## src/hw/rtl/tgi_pkg.sv

```systemverilog
// Shared types and constants of the trilinear grid interpolator.
package tgi_pkg;

    localparam int GRID_NODES  = 32768;
    localparam int ADDR_BITS   = $clog2(GRID_NODES);
    localparam int SAMPLE_BITS = 32;
    localparam int FRAC_BITS   = 16;
    localparam int FBITS       = FRAC_BITS + 1;
    localparam int CELL_BITS   = 8;
    localparam int P1_BITS     = 16;
    localparam int BASE_BITS   = 24;
    localparam int SXY_BITS    = 17;
    localparam int CADDR_BITS  = 25;
    localparam int CORNERS     = 8;
    localparam int CFG_IDX_BITS = 2;

    localparam logic [FBITS-1:0] FRAC_ONE = FBITS'(1) << FRAC_BITS;

    localparam logic [CFG_IDX_BITS-1:0] CFG_CELLS_X = 2'd0;
    localparam logic [CFG_IDX_BITS-1:0] CFG_CELLS_Y = 2'd1;
    localparam logic [CFG_IDX_BITS-1:0] CFG_CELLS_Z = 2'd2;

    localparam logic [CELL_BITS-1:0] CELLS_RESET = 8'd31;

    localparam logic OP_WRITE  = 1'b0;
    localparam logic OP_INTERP = 1'b1;

    typedef logic signed [SAMPLE_BITS-1:0] t_sample;
    typedef logic [FBITS-1:0]              t_frac;
    typedef logic [CELL_BITS-1:0]          t_cell;

endpackage

```

## src/hw/rtl/tgi_lerp.sv

```systemverilog
// One registered lerp v0 + (v1 - v0) * f, rounded to nearest, ties upward.
module tgi_lerp (
    input  logic            i_clk,
    input  tgi_pkg::t_sample i_v0,
    input  tgi_pkg::t_sample i_v1,
    input  tgi_pkg::t_frac   i_frac,
    output tgi_pkg::t_sample o_v
);

    localparam int DW = tgi_pkg::SAMPLE_BITS + 1;
    localparam int PW = DW + tgi_pkg::FBITS + 1;

    logic signed [DW-1:0] diff;
    logic signed [PW-1:0] prod;
    logic signed [PW-1:0] num;
    logic signed [PW-1:0] rnd;

    assign diff = DW'(i_v1) - DW'(i_v0);
    assign prod = PW'(diff) * $signed({1'b0, i_frac});
    assign num  = (PW'(i_v0) <<< tgi_pkg::FRAC_BITS) + prod;
    assign rnd  = (num + (PW'(1) <<< (tgi_pkg::FRAC_BITS - 1))) >>> tgi_pkg::FRAC_BITS;

    // The blend lies between its operands, so the low bits hold it exactly.
    always_ff @(posedge i_clk) begin
        o_v <= rnd[tgi_pkg::SAMPLE_BITS-1:0];
    end

endmodule

```

## config.mk

```make
export PLATFORM = sky130hd
export DESIGN_NAME = tgi_lerp
export DESIGN_NICKNAME = d
export VERILOG_FILES = /design/src/hw/rtl/tgi_pkg.sv /design/src/hw/rtl/tgi_lerp.sv
export SDC_FILE = /design/constraint.sdc
export NUM_CORES = 2
export LEC_CHECK = 0
export BUFFER_PORTS_ARGS = -buffer_cell sky130_fd_sc_hd__buf_4
export CORE_MARGIN = 4
export CORE_UTILIZATION = 52
export CTS_BUF_LIST = sky130_fd_sc_hd__clkbuf_4 sky130_fd_sc_hd__clkbuf_8
export DETAILED_ROUTE_END_ITERATION = 10
export HOLD_SLACK_MARGIN = 0.03
export PLACE_DENSITY = 0.77
export SYNTH_ARGS = -nofsm -noshare
export SYNTH_HDL_FRONTEND = slang
export SYNTH_SLANG_ARGS = --single-unit
```

## constraint.sdc

```tcl
create_clock -name i_clk -period 11.6 [get_ports i_clk]
set_input_delay 2.9 -clock i_clk [delete_from_list [all_inputs] [get_ports i_clk]]
set_output_delay 2.9 -clock i_clk [all_outputs]
set_load 0.02 [all_outputs]
```

### After elaboration in Yosys (flattened, before gate mapping)

Index checks and enable logic that the tools add are counted.

* register bits: 32
* word-level logic and storage cells: 5

* add/subtract/negate cells: 3
* multiply operators: 1

Operators with widths (number)
* adder 48 x 17 -> 48 bit, second input constant: 1
* adder 48 bit: 1
* multiplier 33 x 18 -> 48 bit: 1
* subtractor 32 x 32 -> 33 bit: 1

### Longest topological paths before layout

* depth after elaboration: 4
* gate-level depth with buffers: 37

### Worst setup path after synthesis

OpenSTA, ideal clock, no wires.

* kind: input port to flip-flop
* from: input port i_v1[0]
* to: register o_v[31]
* required time: 11.482 ns
* setup time: 0.118 ns
* arrival: 10.639 ns
* stages: 36
* path slack: 0.842 ns
* path buffers: 1
* path through: inv_1 ha_1 fa_1 nor2b_1 o31ai_2 a211oi_2 o31ai_1 a21o_1 nand2_1 a21o_1 a31oi_1 xnor2_1 buf_2 nand2_1 fa_1 inv_1 fa_1 inv_1 fa_1 inv_1 fa_1 fa_1 inv_1 fa_1 inv_1 ha_1 a21o_1 a21o_1 a21oi_1 nand3b_1 o311ai_4 o31a_4 o221ai_2 a21oi_2 xnor3_1 xnor2_1

* cells in the longest elaborated chain, start to end: 4

Ends and longest elaborated chain
* start, declared: RTL line tgi_lerp.sv:5 `input tgi_pkg::t_sample i_v1,`
* subtractor 32 x 32 -> 33 bit: RTL line tgi_lerp.sv:18 `assign diff = DW'(i_v1) - DW'(i_v0);`
* multiplier 33 x 18 -> 48 bit: RTL line tgi_lerp.sv:19 `assign prod = PW'(diff) * $signed({1'b0, i_frac});`
* adder 48 bit: RTL line tgi_lerp.sv:20 `assign num = (PW'(i_v0) <<< tgi_pkg::FRAC_BITS) + prod;`
* adder 48 x 17 -> 48 bit: RTL line tgi_lerp.sv:21 `assign rnd = (num + (PW'(1) <<< (tgi_pkg::FRAC_BITS - 1))) >>> tgi_pkg::FRAC_BITS;`
* via rnd[31]: RTL line tgi_lerp.sv:16 `logic signed [PW-1:0] rnd;`
* end signal, assigned: RTL line tgi_lerp.sv:25 `o_v <= rnd[tgi_pkg::SAMPLE_BITS-1:0];`
* end, declared: RTL line tgi_lerp.sv:7 `output tgi_pkg::t_sample o_v`

The timed path passes the listed nets, and every way through them passes these cells.

### Worst setup path after layout

* from: input port i_v0[0]
* to: register o_v[31]

* cells in the longest elaborated chain, start to end: 4

Ends and longest elaborated chain
* start, declared: RTL line tgi_lerp.sv:4 `input tgi_pkg::t_sample i_v0,`
* subtractor 32 x 32 -> 33 bit: RTL line tgi_lerp.sv:18
* multiplier 33 x 18 -> 48 bit: RTL line tgi_lerp.sv:19
* adder 48 bit *: RTL line tgi_lerp.sv:20
* adder 48 x 17 -> 48 bit *: RTL line tgi_lerp.sv:21
* via rnd[31]: RTL line tgi_lerp.sv:16

Mark *: on every way through the listed nets, which the timed path passes. The rest lies on a longest branch.

==> out/metrics.yaml <==
die:
  rows: 74
  initial_core_util_pct: 52.86
  pin_count: 114
  coreArea_um2: 41020
  die_w_um: 212.2
  die_height_um: 212.2
  die_area_um2: 45030
clock_tree:
  cts_tree: "yes"
  cts.path.max_buffers: 2
  htree_levels: 2
  hold_buffers: 0
  root_buffer: "clkbuf_8"
  clkTransAtPathRegs_ps: 130
  cts_buffers: 5
  cts.sinks: 32
global_route:
  grt_max_degree: 35
  grt_pass1_wl_mm: 93.27
  grt_use_met3_pct: 4.973
  grt_usage_pct: 26.38
  top_usage_layer: "met2"
  grt_pass1_vias: 18340
  overflow: 0
  grtUsageMet1_pct: 33.54
  grt_antenna_before_repair: 0
  grt_use_met2_pct: 43.94
sta:
  setup_violations: 0
  hold_viol: 0
  rsz0062_at_grt: "no"
  period_minus_slack_ps: 11290
  maxSlewViolCount: 0
  tightest_slew_ps: 1124
  max_freq_ghz: 0.08857
  finalSetupTns_ps: 0
  finalCritPeriodShare_pct: 97.33
  slew_headroom_pct: 24.50
finish:
  drive_above_1_share_pct: 9.218
  largest-register: "o_v"
  diodes: 0
  largest_register_ffs: 32
  fin_nets: 3283
  finalInstanceArea_um2: 23660
  top_regs: "o_v: 32 flops"
  syn2layout_area_growth_pct: 9.094
  utilization_pct: 57.67
  finalNonFillerCells: 3038
  nFillCells: 3494
logic_synthesis:
  synth-main-ff-cell: "dfxtp_1"
  yosys-top-cells-count: "650 x inv_1, 542 x fa_1, 281 x and2_1"
  synth_cell_types: 66
  yosysWarnings: 0
  avgSynthCellArea_um2: 9.065
  yosysMostFrequentCell: "inv_1"
  async_flop_share_pct: 0
  netlist_top_cells_area: "fa_1 50%, inv_1 11%, ha_1 8.9%"
  synth_top_cell_area_share_pct: 50.04
  synth_edf_count: 0
  ys_ff_latch: 32
  synth_nets: 3170
  syn_inst: 2392
  yosysSeqAreaShare_pct: 2.954
  synth_top_area_cell: "fa_1"
  netlist_area_um2: 21680
worst_setup_path:
  cp_slowest_stage_delay_ps: 550
  cp.required_ps: 11890
  arrival_ps: 11580
  worstPathMaxFanout: 6
  start_kind: "input port"
  crit_buf_inv: 8
  slowest_stage: "fa_1"
  crit_top_cell: "fa_1"
  crit_type: "input port to flop"
  critPathTopFamily: "adder cells"
  end_kind: "flop"
placement:
  placed_cell_area_um2: 23480
  place_inst: 3028
  gp_congestion: 0.9631
  hpwlAfterDp_mm: 47.06
  numPortBuffers: 113
outcome:
  outcome: "finished, final reports clean"
min_path:
  hold_path.class: "input port to flop"
route:
  wl_per_cell_um: 18.45
  vias: 16240
  drt.antenna.violating_nets: 0
  dr.pass1.iters: 7
  drc_errors: 0
  drt-total-wl_mm: 56.04
  drt_iter0_drc: 1175
  avgViaCountPerCell: 5.347
job:
  drv_cap: 0
-- routing by layer --
| layer | up-vias | wire (µm) |
|---|---|---|
| met5 | - | 0 |
| met4 | 0 | 3158 |
| li1 | 7139 | - |
| met2 | 707 | 27160 |
| met1 | 8224 | 21210 |
| met3 | 173 | 4516 |
-- metrics by stage --
stage | hold slack, ps | worst slack (ps)
3_3_place_gp | 3317 | -46.06
2_1_floorplan | 3172 | 842.4
4_1_cts | 3121 | 284.3
5_1_grt | 3152 | 20.96
3_5_place_dp | 3313 | -122.2
6_report | 3152 | 309.6
-- placed cells by master, fill, tap and decap left out, drive strengths merged, types with 3 or more instances in the layout --
master     n
a211oi    11
a21o      31
a21oi     60
a31oi      7
and2     282
and3      11
buf      190
clkbuf     5
dfxtp     32
fa       542
ha       154
inv      650
nand2    255
nand2b    16
nand3     16
nor2      22
nor2b     45
nor3       5
o2111ai    4
o211ai     7
o21a      14
o21ai     18
o21bai     9
or2        3
xnor2     62
xor2      16
-- worst min-delay path: stages --
cell and delay (ps):
buf_4 230, and3b_1 250, xnor2_1 120
-- cell families after synthesis --
kind of cell / share of synthesized area, %
buf+inv: 12.76
fa+ha+maj: 59.02
simple gates: 16.21
compound gates: 5.759
xor+xnor: 3.289
flops: 2.954
-- final cells by class --
cell class / count / area [µm²] / share of cell area (%)
clock buffers: 5 / 68.82 / 0.2909
clock inverters: 3 / 42.54 / 0.1798
inverters: 650 / 2440 / 10.31
multi-input cells: 1626 / 18350 / 77.56
flip-flops and latches: 32 / 640.6 / 2.708
well taps: 532 / 665.6 / 2.814
repair buffers: 190 / 1451 / 6.136
-- repair_timing --
| action | in CTS | in global routing |
|---|---|---|
| resized for setup | 0 | 6 |
| setup endpoints to repair | 0 | 2 |
| setup buffers | 0 | 2 |
-- worst paths after layout --
path                       start  depth (start not counted)  endpoint  slack, ps
worst min-delay path  i_frac[16]                          3   o_v[31]       3150
worst max-delay path     i_v0[0]                         37   o_v[31]        310
Power is left out: the tool's default activity adds up to more than one toggle a clock period on the data nets, which glitch-free logic cannot reach.
