--- config.mk ---
export PLATFORM = sky130hd
export DESIGN_NAME = tgi_addr
export DESIGN_NICKNAME = d
export VERILOG_FILES = /design/src/hw/rtl/tgi_pkg.sv /design/src/hw/rtl/tgi_addr.sv
export SDC_FILE = /design/constraint.sdc
export NUM_CORES = 1
export LEC_CHECK = 0
export BUFFER_PORTS_ARGS = -buffer_cell sky130_fd_sc_hd__buf_2
export CORE_MARGIN = 5
export CORE_UTILIZATION = 26
export CTS_CLUSTER_SIZE = 40
export DETAILED_ROUTE_END_ITERATION = 10
export GPL_ROUTABILITY_DRIVEN = 0
export PLACE_DENSITY = 0.44
export SLEW_MARGIN = 20
export SYNTH_ARGS = -nofsm -noshare
export SYNTH_HDL_FRONTEND = slang
export SYNTH_SLANG_ARGS = --single-unit
--- constraint.sdc ---
create_clock -name i_clk -period 5.57 [get_ports i_clk]
set_input_delay 0.2785 -clock i_clk [delete_from_list [all_inputs] [get_ports i_clk]]
set_output_delay 0.2785 -clock i_clk [all_outputs]
set_load 0.005 [all_outputs]
--- src/hw/rtl/tgi_pkg.sv ---
// Shared types and constants of the trilinear grid interpolator.
package tgi_pkg;

    localparam int GRID_NODES  = 32768;
    localparam int ADDR_BITS   = $clog2(GRID_NODES);
    localparam int SAMPLE_BITS = 32;
    localparam int FRAC_BITS   = 16;
    localparam int FBITS       = FRAC_BITS + 1;
    localparam int CELL_BITS   = 8;
    localparam int P1_BITS     = 16;
    localparam int BASE_BITS   = 24;
    localparam int SXY_BITS    = 17;
    localparam int CADDR_BITS  = 25;
    localparam int CORNERS     = 8;
    localparam int CFG_IDX_BITS = 2;

    localparam logic [FBITS-1:0] FRAC_ONE = FBITS'(1) << FRAC_BITS;

    localparam logic [CFG_IDX_BITS-1:0] CFG_CELLS_X = 2'd0;
    localparam logic [CFG_IDX_BITS-1:0] CFG_CELLS_Y = 2'd1;
    localparam logic [CFG_IDX_BITS-1:0] CFG_CELLS_Z = 2'd2;

    localparam logic [CELL_BITS-1:0] CELLS_RESET = 8'd31;

    localparam logic OP_WRITE  = 1'b0;
    localparam logic OP_INTERP = 1'b1;

    typedef logic signed [SAMPLE_BITS-1:0] t_sample;
    typedef logic [FBITS-1:0]              t_frac;
    typedef logic [CELL_BITS-1:0]          t_cell;

endpackage

--- src/hw/rtl/tgi_addr.sv ---
// Two-stage base address generator and per-axis range check.
module tgi_addr (
    input  logic                              i_clk,
    input  tgi_pkg::t_cell                    i_x,
    input  tgi_pkg::t_cell                    i_y,
    input  tgi_pkg::t_cell                    i_z,
    input  tgi_pkg::t_cell                    i_cells_x,
    input  tgi_pkg::t_cell                    i_cells_y,
    input  tgi_pkg::t_cell                    i_cells_z,
    output logic [tgi_pkg::BASE_BITS-1:0]     o_base,
    output logic [tgi_pkg::CELL_BITS:0]       o_stride_z,
    output logic [tgi_pkg::SXY_BITS-1:0]      o_stride_xy,
    output logic                              o_oor
);

    logic [tgi_pkg::CELL_BITS:0]   sy;
    logic [tgi_pkg::CELL_BITS:0]   sz;
    logic [tgi_pkg::P1_BITS-1:0]   r_p1;
    tgi_pkg::t_cell                r_z1;
    logic                          r_oor1;
    logic [tgi_pkg::BASE_BITS-1:0] r_base;
    logic                          r_oor2;
    logic [tgi_pkg::SXY_BITS-1:0]  r_sxy;

    assign sy = {1'b0, i_cells_y} + 9'd1;
    assign sz = {1'b0, i_cells_z} + 9'd1;

    always_ff @(posedge i_clk) begin
        r_p1   <= tgi_pkg::P1_BITS'(i_x * sy) + tgi_pkg::P1_BITS'(i_y);
        r_z1   <= i_z;
        // A lower corner at or beyond the last node leaves the far corner outside.
        r_oor1 <= (i_x >= i_cells_x) || (i_y >= i_cells_y) || (i_z >= i_cells_z);
        r_base <= tgi_pkg::BASE_BITS'(r_p1 * sz) + tgi_pkg::BASE_BITS'(r_z1);
        r_oor2 <= r_oor1;
        r_sxy  <= tgi_pkg::SXY_BITS'(sy * sz);
    end

    assign o_base      = r_base;
    assign o_stride_z  = sz;
    assign o_stride_xy = r_sxy;
    assign o_oor       = r_oor2;

endmodule

# --- Yosys cells after proc, flatten, opt, wreduce, memory -nomap -nowiden ---
# Cells that the tools add are included.
op_classes:
  addsub: 4
  multipliers: 3
  magnitude_cmp: 3
  n_reduce_logical: 2
op_table:
  columns: ["operator", "n"]
  rows:
  - ["$add 24x8->24", 1]
  - ["$ge 8x8->1", 3]
  - ["$mul 16x9->24", 1]
  - ["$add 8x1->9 const B", 2]
  - ["$mul 9x9->17", 1]
  - ["$add 16x8->16", 1]
  - ["$mul 8x9->16", 1]
  - ["$logic_or 1x1->1", 2]
totals:
  regBits: 67
  out_inout_bits: 51

# --- Longest topological paths before layout ---
logic_depth:
  word_depth: 3
  mapped_depth: 24
  ltp_nobuf: 21

# --- Least setup slack after synthesis ---
# OpenSTA, ideal clock, no wires.
synth_path:
  path_type: "input -> register"
  startpoint: "input port i_cells_z[0]"
  endpoint: "register r_base, in the netlist o_base[23]"
  setup_ps: 118
  arrival_time_ps: 5367
  required_ps: 5452
  path_slack_ps: 85
  cell_stages: 20
  path_buffers: 2
  cell_sequence: "clkbuf_1 -> nand3_1 -> xnor2_1 -> inv_1 -> clkbuf_1 -> and2_1 -> fa_1 -> fa_1 -> inv_1 -> fa_1 -> inv_1 -> fa_1 -> fa_1 -> ha_1 -> or3_1 -> o211ai_1 -> nand3_2 -> a221o_1 -> a21oi_2 -> xnor2_1"
synth_via:
  elab_chain_cells: 3
synth_rtl:
  columns: ["element", "line", "source"]
  rows:
  - ["from (decl)", "tgi_addr.sv:9", "input tgi_pkg::t_cell i_cells_z,"]
  - ["$add 8x1->9", "tgi_addr.sv:26", "assign sz = {1'b0, i_cells_z} + 9'd1;"]
  - ["$mul 16x9->24", "tgi_addr.sv:33", "r_base <= tgi_pkg::BASE_BITS'(r_p1 * sz) + tgi_pkg::BASE_BITS'(r_z1);"]
  - ["$add 24x8->24", "tgi_addr.sv:33", null]
  - ["to (signal assigned)", "tgi_addr.sv:33", null]
  - ["to (decl)", "tgi_addr.sv:21", "logic [tgi_pkg::BASE_BITS-1:0] r_base;"]
# Every way passes these cells.

# --- Worst setup path after layout ---
layout_path:
  startpoint: "input port i_cells_z[5]"
  endpoint: "register r_base, in the netlist o_base[22]"
# The elaborated chain is that of the path after synthesis.

==> impl_metrics.csv <==
group,metric,value,unit
run_status,result_of_the_run,"complete, no violations",
placement,port_buffers,99,
flow_run,maxCapViolations,0,
logic_synthesis,synth_edf_count,0,
cts,clock_tree.root_cell,"sky130_fd_sc_hd__clkbuf_16",
worst_hold_path,hold-path-endpoint,"r_z1[0]$_DFF_P_",
critical_path,timing.reg2reg.setup_slack,0.44,ns
logic_synthesis,ffs_latches_synth,67,
critical_path,critical_path.startpoint_type,"input pin",
finish,area_growth,17.2,%
logic_synthesis,synth_cells,1302,
finish,layout-drive-gt1-share,15.1,%
cts,cts_made_buffers,9,
die,die-width,223,µm
critical_path,criticalPathCategory,"input pin to flip-flop",
critical_path,worst-endpoint-required,5.86,ns
die,io_pins,100,
logic_synthesis,post_synth.cell_area_avg,9.09,µm²
die,design.die.area,49900,µm²
placement,detailed_place_hpwl,27000,µm
critical_path,critical_path.reg2reg.endpoint,"o_base[22]$_DFF_P_",
finish,multi_input_logic_area,9450,µm²
placement,dpl_worst_slack,-0.230,ns
finish,layout.cells.most_common_list,"sky130_fd_sc_hd__inv_1 (242), sky130_fd_sc_hd__fa_1 (200), sky130_fd_sc_hd__ha_1 (162)",
worst_hold_path,min_path_type,"input pin to flip-flop",
sta,layout_setup_ws,0.232,ns
critical_path,worst_reg_to_reg_cells,17,
finish,number_of_antenna_repair_diodes,0,
logic_synthesis,synth_flop_cell,"sky130_fd_sc_hd__dfxtp_1",
global_routing,grt_first_pass_wirelength,53400,µm
global_routing,antenna_found_initial,0,
sta,final.hold.worst_slack,0.0407,ns
drt,routedWlPerCell,15.3,µm
logic_synthesis,synth_seq_area_share,11.3,%
logic_synthesis,synth-async-reset-ratio,0,%
logic_synthesis,synth.cell_area,11800,µm²
finish,final_common_cell,"sky130_fd_sc_hd__inv_1",
drt,vias,8850,
cts,cts.clk_slew.worst_paths,0.06,ns
die,fp.dieH,223,µm
cts,numClockSinks,67,
global_routing,grt_overflow,0,
sta,finalWorstPathRequiredPeriod,5.34,ns
global_routing,first_global_vias,9885,
critical_path,worst_r2r_startpoint,"r_p1[5]$_DFF_P_",
sta,maxSlewViolCount,0,
logic_synthesis,postSynthNetCount,1714,
global_routing,overall_track_demand_over_capacity_in_global_routing,13.4,%
cts,cts-htree-levels,3,
finish,design_area,13900,µm²
drt,detailedRoute.firstIterationViolations,373,
sta,tightestPinTransition,0.885,ns
placement,place_area,13500,µm²
finish,final_nets,1862,
worst_hold_path,worstHoldPathCells,1,
logic_synthesis,yosysUniqueCellTypes,58,
die,num_rows,78,
sta,report.final.setup_viol,0,
drt,drt_pre_antenna_iters,5,
drt,remaining_drc_errors,0,
sta,final_hold_vios,0,
finish,area.sequential,1340,µm²
sta,max_freq,187,MHz
drt,avgViaCountPerCell,4.31,
worst_hold_path,hold_path.startpoint,"i_z[0]",
finish,fillerInstances,4812,
cts,clk_latency,0.36,ns
die,core_area,45200,µm²
drt,final_wirelength,31500,µm
cts,ctsLongestPathBuffers,2,
cts,tritoncts,"done",
global_routing,grt_max_degree,22,
critical_path,critPathArrivalTime,5.63,ns
finish,final_core_utilization,30.7,%
sta,final_period_utilization,95.8,%
critical_path,timing.critical_path.to_type,"flip-flop",
drt,final_antenna_net_count,0,
sta,finClkSkew,0.0139,ns
critical_path,critical_path.max_fanout,8,
logic_synthesis,synth.yosys.warnings,0,
sta,timing.slew.headroom,40.5,%
die,initial_utilization,26.2,%
-- timing repair --
| item | 4_1_cts | 5_1_grt |
|---|---|---|
| gates resized for setup | 0 | 6 |
| buffers inserted | 0 | 1 |
| hold buffers | 0 | 0 |
| setup endpoints to repair | 0 | 12 |
| endpoints found under the hold margin | 0 | 0 |
-- how the worst max path moves through the flow --
| stage | startpoint | endpoint | slack [ns] | depth (start not counted) |
|---|---|---|---|---|
| detailed placement | i_cells_z[5] | o_base[22]$_DFF_P_ | -0.23 | 19 |
| global route | i_cells_z[2] | o_base[22]$_DFF_P_ | -0.08 | 19 |
| finish | i_cells_z[5] | o_base[22]$_DFF_P_ | 0.23 | 19 |
| floorplan | i_cells_z[0] | o_base[23]$_DFF_P_ | 0.08 | 20 |
| CTS | i_cells_z[5] | o_base[22]$_DFF_P_ | 0.12 | 19 |
| global placement | i_cells_z[5] | o_base[23]$_DFF_P_ | -0.20 | 19 |
-- critical path, cell delays in order --
cell                       delay (ns)
sky130_fd_sc_hd__buf_2           0.15
sky130_fd_sc_hd__inv_1           0.10
sky130_fd_sc_hd__nor4_1          0.36
sky130_fd_sc_hd__xnor2_1         0.25
sky130_fd_sc_hd__inv_2           0.17
sky130_fd_sc_hd__and2_1          0.21
sky130_fd_sc_hd__fa_1            0.52
sky130_fd_sc_hd__fa_1            0.44
sky130_fd_sc_hd__fa_1            0.52
sky130_fd_sc_hd__fa_1            0.49
sky130_fd_sc_hd__ha_1            0.32
sky130_fd_sc_hd__ha_2            0.42
sky130_fd_sc_hd__nand4_1         0.19
sky130_fd_sc_hd__nor4_2          0.40
sky130_fd_sc_hd__nor3_2          0.13
sky130_fd_sc_hd__nand2b_2        0.11
sky130_fd_sc_hd__a31oi_2         0.14
sky130_fd_sc_hd__o31ai_2         0.26
sky130_fd_sc_hd__xor2_1          0.17
-- metrics by stage --
stage / TNS, ns / instances
after floorplan: 0 / 1302
after global placement: -0.862 / 2038
after detailed placement: -1.46 / 2038
after CTS: 0 / 2053
after global routing: -0.0755 / 2054
final: 0 / 2054
-- Yosys cell counts (all sizes together), types with 4 or more instances --
cell type	number	share of area (%)
inv	244	7.7
fa	200	34
ha	163	17
nand2	159	5.0
and2	117	6.2
dfxtp	67	11
nor2	58	1.9
xnor2	47	3.5
a21oi	38	1.8
clkbuf	31	0.99
o21ai	22	0.93
nor2b	20	1.1
nand3	16	0.72
o21a	15	0.95
buf	11	0.51
nor3	11	0.51
xor2	11	0.81
nand2b	10	0.55
a211oi	8	0.55
nor4	7	0.42
or3	5	0.26
a21o	4	0.25
and3	4	0.21
o211ai	4	0.25
o31a	4	0.30
-- routing by layer --
layer	part of all wire, %	vias up	global-route usage (%)
met5	0	-	0
met4	1.0	0	2.45
met3	3.2	15	2.09
met2	49	107	23.4
met1	47	4410	17.7
li1	-	4318	-
-- registers in the layout (all words and copies together) (netlist names) --
register     cells
o_base          24
o_stride_xy     17
r_p1            16
r_z1             8
o_oor            1
r_oor1           1
-- cells by family (layout without fill, tap and decap cells) --
logic type,count (synthesis),count (layout),synth area share (%)
flip-flops,67,67,11.3
multiplexers,1,1,0.0845
adder cells (fa/ha/maj),363,363,51.0
buffers and inverters,286,438,9.23
XOR/XNOR,58,58,4.35
AND/OR/NAND/NOR,411,411,17.1
AO/OA/AOI/OAI,116,116,6.90
-- cell type report --
class | instances | area share, %
sequential | 67 | 9.67
inverter | 244 | 6.60
timing repair buffer | 179 | 7.90
tap | 600 | 5.41
clock inverter | 4 | 0.532
multi-input combinational | 949 | 68.1
clock buffer | 11 | 1.75
Power is left out: the tool's default activity adds up to more than one toggle a clock period on the data nets, which glitch-free logic cannot reach.
